==> src/hdl/clcr_pkg.sv <==
// ----------------------------------------------------------------------------
// clcr_pkg
// Shared types and constants for the console line capture ring.
// ----------------------------------------------------------------------------
package clcr_pkg;

  localparam int OP_W       = 2;
  localparam int BYTE_W     = 8;
  localparam int BACK_W     = 4;
  localparam int CHAR_W     = 7;
  localparam int LEN_W      = 7;
  localparam int CNT_W      = 5;
  localparam int DROP_W     = 16;
  localparam int GEN_W      = 32;
  localparam int IN_DATA_W  = 16;
  localparam int OUT_DATA_W = 72;

  localparam logic [BYTE_W-1:0] CH_ESC    = 8'h1b;
  localparam logic [BYTE_W-1:0] CH_LBRACK = 8'h5b;
  localparam logic [BYTE_W-1:0] CH_FIN_LO = 8'h40;
  localparam logic [BYTE_W-1:0] CH_FIN_HI = 8'h7e;
  localparam logic [BYTE_W-1:0] CH_SPACE  = 8'h20;
  localparam logic [BYTE_W-1:0] CH_CR     = 8'h0d;
  localparam logic [BYTE_W-1:0] CH_LF     = 8'h0a;
  localparam logic [BYTE_W-1:0] CH_TAB    = 8'h09;
  localparam logic [BYTE_W-1:0] CH_QMARK  = 8'h3f;
  localparam logic [DROP_W-1:0] DROP_MAX  = 16'hffff;

  typedef enum logic [OP_W-1:0] {
    OP_PUT       = 2'd0,
    OP_CLEAR     = 2'd1,
    OP_READ_LINE = 2'd2,
    OP_READ_PART = 2'd3
  } op_t;

  typedef enum logic [1:0] {
    ESC_NORMAL = 2'd0,
    ESC_SEEN   = 2'd1,
    ESC_CSI    = 2'd2
  } esc_t;

  typedef enum logic [2:0] {
    S_IDLE,
    S_LWAIT,
    S_LEN,
    S_NULL,
    S_FETCH,
    S_EMIT
  } state_t;

  typedef struct packed {
    logic take_put;
    logic take_clear;
    logic take_line;
    logic take_part;
    logic load_len;
    logic load_ack;
    logic load_empty;
    logic load_char;
    logic idx_inc;
  } ctrl_cmd_t;

  typedef struct packed {
    logic out_free;
    logic miss;
    logic plen_zero;
    logic len_zero;
    logic last_char;
  } dp_stat_t;

endpackage

==> src/hdl/clcr_ctrl.sv <==
// ----------------------------------------------------------------------------
// clcr_ctrl
// Sequencer for item acceptance, line length lookup and character readout.
// ----------------------------------------------------------------------------
module clcr_ctrl (
  input  logic                        clk,
  input  logic                        rst_n,
  input  logic                        in_tvalid,
  input  logic [clcr_pkg::OP_W-1:0]   in_opcode,
  output logic                        in_tready,
  input  clcr_pkg::dp_stat_t          st,
  output clcr_pkg::ctrl_cmd_t         cmd
);

  clcr_pkg::state_t state_r;
  clcr_pkg::state_t state_nxt;
  clcr_pkg::op_t    op;
  logic             take;

  assign op   = clcr_pkg::op_t'(in_opcode);
  assign take = in_tvalid && in_tready;

  always_ff @(posedge clk) begin
    if (!rst_n) begin
      state_r <= clcr_pkg::S_IDLE;
    end else begin
      state_r <= state_nxt;
    end
  end

  always_comb begin
    state_nxt = state_r;
    unique case (state_r)
      clcr_pkg::S_IDLE: begin
        if (take) begin
          if (op == clcr_pkg::OP_READ_LINE && !st.miss) begin
            state_nxt = clcr_pkg::S_LWAIT;
          end else if (op == clcr_pkg::OP_READ_PART && !st.plen_zero) begin
            state_nxt = clcr_pkg::S_FETCH;
          end
        end
      end
      clcr_pkg::S_LWAIT: state_nxt = clcr_pkg::S_LEN;
      clcr_pkg::S_LEN: begin
        state_nxt = st.len_zero ? clcr_pkg::S_NULL : clcr_pkg::S_FETCH;
      end
      clcr_pkg::S_NULL: begin
        if (st.out_free) begin
          state_nxt = clcr_pkg::S_IDLE;
        end
      end
      clcr_pkg::S_FETCH: state_nxt = clcr_pkg::S_EMIT;
      clcr_pkg::S_EMIT: begin
        if (st.out_free) begin
          state_nxt = st.last_char ? clcr_pkg::S_IDLE : clcr_pkg::S_FETCH;
        end
      end
      default: state_nxt = clcr_pkg::S_IDLE;
    endcase
  end

  always_comb begin
    cmd       = '0;
    in_tready = 1'b0;
    unique case (state_r)
      clcr_pkg::S_IDLE: begin
        in_tready = st.out_free;
        if (take) begin
          unique case (op)
            clcr_pkg::OP_PUT: begin
              cmd.take_put = 1'b1;
              cmd.load_ack = 1'b1;
            end
            clcr_pkg::OP_CLEAR: begin
              cmd.take_clear = 1'b1;
              cmd.load_ack   = 1'b1;
            end
            clcr_pkg::OP_READ_LINE: begin
              cmd.take_line  = 1'b1;
              cmd.load_empty = st.miss;
            end
            clcr_pkg::OP_READ_PART: begin
              cmd.take_part  = 1'b1;
              cmd.load_empty = st.plen_zero;
            end
            default: cmd = '0;
          endcase
        end
      end
      clcr_pkg::S_LEN: cmd.load_len = 1'b1;
      clcr_pkg::S_NULL: cmd.load_empty = st.out_free;
      clcr_pkg::S_EMIT: begin
        cmd.load_char = st.out_free;
        cmd.idx_inc   = st.out_free && !st.last_char;
      end
      default: cmd = '0;
    endcase
  end

`ifndef ASSERT_OFF
  a_ready_idle: assert property (@(posedge clk) disable iff (!rst_n)
    in_tready |-> state_r == clcr_pkg::S_IDLE)
    else $error("input taken outside idle");
  a_one_load: assert property (@(posedge clk) disable iff (!rst_n)
    $onehot0({cmd.load_ack, cmd.load_empty, cmd.load_char}))
    else $error("two result loads at once");
  a_fetch_emit: assert property (@(posedge clk) disable iff (!rst_n)
    state_r == clcr_pkg::S_FETCH |=> state_r == clcr_pkg::S_EMIT)
    else $error("fetch not followed by emit");
`endif

endmodule

==> config.mk <==
export PLATFORM = sky130hd
export DESIGN_NAME = clcr_ctrl
export DESIGN_NICKNAME = d
export VERILOG_FILES = /design/src/hdl/clcr_pkg.sv /design/src/hdl/clcr_ctrl.sv
export SDC_FILE = /design/constraint.sdc
export NUM_CORES = 1
export LEC_CHECK = 0
export ABC_AREA = 1
export BUFFER_PORTS_ARGS = -buffer_cell sky130_fd_sc_hd__buf_2
export CORE_AREA = 8 8 45 47
export CTS_CLUSTER_DIAMETER = 80
export DETAILED_ROUTE_END_ITERATION = 12
export DIE_AREA = 0 0 53 55
export PLACE_DENSITY = 0.63
export SETUP_SLACK_MARGIN = 0.5
export SLEW_MARGIN = 30
export SYNTH_ARGS = -nofsm -noshare
export SYNTH_HDL_FRONTEND = slang
export SYNTH_SLANG_ARGS = --single-unit
==> constraint.sdc <==
create_clock -name clk -period 1.45 [get_ports clk]
set_input_delay 0 -clock clk [delete_from_list [all_inputs] [get_ports clk]]
set_output_delay 0 -clock clk [all_outputs]
set_load 0.01 [all_outputs]
### After elaboration in Yosys (flattened, before gate mapping)

Cells that the tools add are included.

* add/sub/neg operators: 0
* multiply operators: 0
* div/mod/pow operators: 0
* magnitude comparators: 0
* equality and inequality tests: 12
* shift-type cells: 0
* muxes and demuxes: 21
* bitwise logic cells: 0
* reductions and logical operators: 11

Operator list (count)
* 3-bit two-way mux: 7
* 3-bit one-hot mux with 6 select lines: 1
* 9-bit two-way mux: 1
* 1-bit two-way mux: 7
* 3-bit by 2-bit == test with 1-bit output, second input constant: 2
* 3-bit == test, second input constant: 2
* 2-bit inequality test, second input constant: 3
* 1-bit one-hot mux with 2 select lines: 3
* 2-bit == test, second input constant: 2
* 1-bit logical AND: 4
* 4-bit two-way mux: 1
* 2-bit one-hot mux with 2 select lines: 1
* 4-bit AND reduction: 1
* 3-bit by 1-bit == test with 1-bit output, second input constant: 1
* 1-bit zero test: 3
* 3-bit zero test: 1
* 3-bit inequality test, second input constant: 1
* 2-bit by 1-bit == test with 1-bit output, second input constant: 1
* 2-bit zero test: 1
* 2-bit OR reduction: 1

* register bits after elaboration: 3
* bits in latches: 0
* memory bits (writable): 0
* bits in read-only memories: 0
* input bits: 10
* output and inout port bits: 10
* word-level logic and storage cells: 45
* memories kept: 0

### Longest topological paths before layout

* depth after elaboration: 6
* gate-level depth with buffers: 9
* depth with buffers taken out: 9

### Worst setup path before layout

No wires, ideal clock.

* kind: reg2out
* start: register state_r[0]
* end: output port cmd[7] (netlist name)
* data arrival time: 1047 ps
* required time: 1450 ps
* setup slack: 403 ps
* cell stages (with the launch flop): 6
* path buffers: 0
* cells stage by stage: dfxtp_1 -> nor2_4 -> nand2_4 -> nor2_4 -> nand2_4 -> nor3_1

RTL lines
* start, declared: RTL line clcr_ctrl.sv:15 `clcr_pkg::state_t state_r;`
* start signal, assigned: RTL line clcr_ctrl.sv:25 `state_r <= clcr_pkg::S_IDLE;`
* start signal, assigned: RTL line clcr_ctrl.sv:27 `state_r <= state_nxt;`
* end, declared: RTL line clcr_ctrl.sv:12 `output clcr_pkg::ctrl_cmd_t cmd`

==> flow_metrics.env <==
export IMPL_peakVddDrop_mv=0.6981
export IMPL_largest_reg_flops=3
export IMPL_hold_class="in -> reg"
export IMPL_timing_rr_end="state_r[2]"
export IMPL_holdWs_ps=117.1
export IMPL_endpoint_kind="primary output"
export IMPL_ys_seq_elements=3
export IMPL_die_area_um2=2915
export IMPL_clock_skew_final_ps=2.908
export IMPL_synth_simple_area_share_pct=59.63
export IMPL_dr_pass1_iters=4
export IMPL_diodes=0
export IMPL_antenna_left=0
export IMPL_htree_levels=1
export IMPL_synth_xor_area_share_pct=0
export IMPL_min_period_ps=1351
export IMPL_via_count=502
export IMPL_drt_iter0_markers=2
export IMPL_wl_um=1286
export IMPL_synth_top_family_by_area="simple AND/OR/NAND/NOR gates"
export IMPL_reg2reg_depth=10
export IMPL_worst_slew_pin_slew_ps=178.9
export IMPL_root_buffer="clkbuf_4"
export IMPL_cp_start_kind="flip-flop"
export IMPL_drc=0
export IMPL_syn_area_um2=409.1
export IMPL_num_io_pins=20
export IMPL_synth_cell_types=17
export IMPL_grt_pass1_vias=535
export IMPL_critPathMaxFanout=5
export IMPL_grt_ovfl_total=0
export IMPL_reg_top3="state_r (3)"
export IMPL_min_to="state_r[1]"
export IMPL_gp_congestion=0.7850
export IMPL_critPathRequiredTime_ps=1450
export IMPL_yosysSeqAreaShare_pct=14.68
export IMPL_cts_tree="yes"
export IMPL_die_w_um=53
export IMPL_status="finished clean"
export IMPL_worstHoldStart="st[4]"
export IMPL_final_max_slew_violation_count=0
export IMPL_syn_nets=77
export IMPL_syn_mean_instance_area_um2=6.107
export IMPL_cts_buffers=3
export IMPL_finalCritPeriodShare_pct=93.17
export IMPL_cap_violations=0
export IMPL_dp_final_hpwl_um=893
export IMPL_finalHoldViolCount=0
export IMPL_drive_gt1_share_pct=58.59
export IMPL_max_slew_margin_rel_pct=88.00
export IMPL_dp_cells=102
export IMPL_syn_instance_count=67
export IMPL_synthToLayoutAreaGrowth_pct=70.03
export IMPL_fin_nets=110
export IMPL_worstSkewPairLatency_ps=230
export IMPL_synth_area_mux_share_pct=0
export IMPL_synthAdderAreaFrac_pct=0
export IMPL_whs_path_depth=4
export IMPL_cts_sinks=3
export IMPL_grt_antenna_before_repair=0
export IMPL_clkTransAtPathRegs_ps=40
export IMPL_die_y_um=55
export IMPL_p_leak_nw=0.3754
export IMPL_final_setup_viol_count=0
export IMPL_max_freq_ghz=0.7402
export IMPL_wl_per_cell_um=11.18
export IMPL_powerDensity_nw_per_um2=1550
export IMPL_gr_usage_all_layers_pct=9.875
export IMPL_ys_warnings_count=0
export IMPL_port_buffers=19
export IMPL_clock_path_buffers=2
export IMPL_path_class="reg -> out"
export IMPL_r2r_start="state_r[0]"
export IMPL_ff2ff_setup_slack_ps=210
export IMPL_critical_path_arrival_ps=1350
export IMPL_vias_per_cell=4.365
export IMPL_fill_cells=130
export IMPL_fin_cells=115
export IMPL_synth_compound_area_share_pct=10.40
export IMPL_grt_first_pass_wirelength_um=2166
export IMPL_row_count=14
export IMPL_grt_max_degree=8
export IMPL_initial_core_util_pct=29.57
export IMPL_largest_register="state_r"
export IMPL_totalNegativeSetupSlack_ps=0
export IMPL_grt_setup_unrepaired="true"
export IMPL_core_area_um2=1384
-- worst max path at each step --
| stage | start | to |
|---|---|---|
| 2_1_floorplan | state_r[2] | cmd[7] |
| 4_1_cts | state_r[2] | cmd[2] |
| 3_5_place_dp | state_r[2] | cmd[2] |
| 3_3_place_gp | state_r[2] | state_r[2] |
| 6_report | state_r[0] | cmd[2] |
| 5_1_grt | state_r[0] | cmd[2] |
-- what timing repair did --
item	in CTS	in global routing
setup endpoints to repair	13	13
hold buffers	1	0
gates resized for setup	17	4
endpoints found under the hold margin	1	0
pin swaps	6	5
setup buffers	6	2
-- kinds of logic (layout without fill, tap and decap cells) --
family,Yosys count,after routing
flip-flops,3,3
buffers and inverters,13,45
AND/OR/NAND/NOR,45,45
AO/OA/AOI/OAI,6,6
-- synth_stat cells --
library cell | n | share of area (%)
nand3_2 | 1 | 2.4
nor3_1 | 3 | 3.7
nor2_2 | 3 | 4.6
nand3_1 | 6 | 7.3
nor2_4 | 4 | 11
nand2_4 | 2 | 5.5
bufinv_8 | 1 | 4.3
a21oi_1 | 1 | 1.2
inv_1 | 9 | 8.3
o211ai_2 | 1 | 3.1
nand2_1 | 15 | 14
inv_2 | 3 | 2.8
o21ai_1 | 2 | 2.4
o211ai_1 | 2 | 3.7
nor2_1 | 9 | 8.3
dfxtp_1 | 3 | 15
nand2_2 | 2 | 3.1
-- worst max-delay path, cell delays in order, from the launching register on --
cell	delay, ps
dfxtp_4	350
nor2_4	120
nand2_4	70
nor2_4	110
nand2_4	90
nor2_4	100
nand2_1	70
o211ai_2	60
buf_2	150
-- metrics by stage --
stage / instance area [um^2] / setup WS [ps] / total power [mW] / utilization (%)
6_report: 695.7 / 99.07 / 1.078 / 50.27
5_1_grt: 695.7 / 28.93 / 1.172 / 50.27
4_1_cts: 668.1 / 130.9 / 0.9892 / 48.28
3_5_place_dp: 526.8 / 354.9 / 0.6439 / 38.07
3_3_place_gp: 526.8 / 357.6 / 0.6415 / 38.07
2_1_floorplan: 411.6 / 424.4 / 0.5384 / -
-- where the power goes --
part           switching (mW)  total, mW  leakage (nW)  internal, mW
Combinational           0.423      0.781         0.334         0.358
Clock                  0.0474      0.151        0.0150         0.103
Sequential             0.0275      0.146        0.0264         0.119
Total                   0.498       1.08         0.375         0.580
-- cells in the final DEF, fill, tap and decap left out, types with 3 or more instances in the layout --
cell type,netlist,final
nand2_2,2,4
inv_1,9,8
nand2_1,15,13
clkbuf_4,0,3
nand3_1,6,5
buf_4,0,5
nor2_2,3,3
buf_6,0,4
nor2_1,9,7
buf_2,0,18
nor2_4,4,6
-- area by class of cell --
cell class | instances | area (um^2) | share of cell area [%]
multi-input combinational | 51 | 327.8 | 47.12
inverter | 13 | 70.07 | 10.07
tap | 16 | 20.02 | 2.878
clock buffer | 4 | 26.28 | 3.777
sequential | 3 | 68.82 | 9.892
timing repair buffer | 28 | 182.7 | 26.26
-- per-layer routing --
metal	routed length (um)	track usage (%)	up-vias
met4	0	3.879	0
li1	-	-	273
met1	484	8.926	220
met5	0	0	-
met3	52	2.674	0
met2	750	20.12	9
Power figures use the tool's default switching activity.
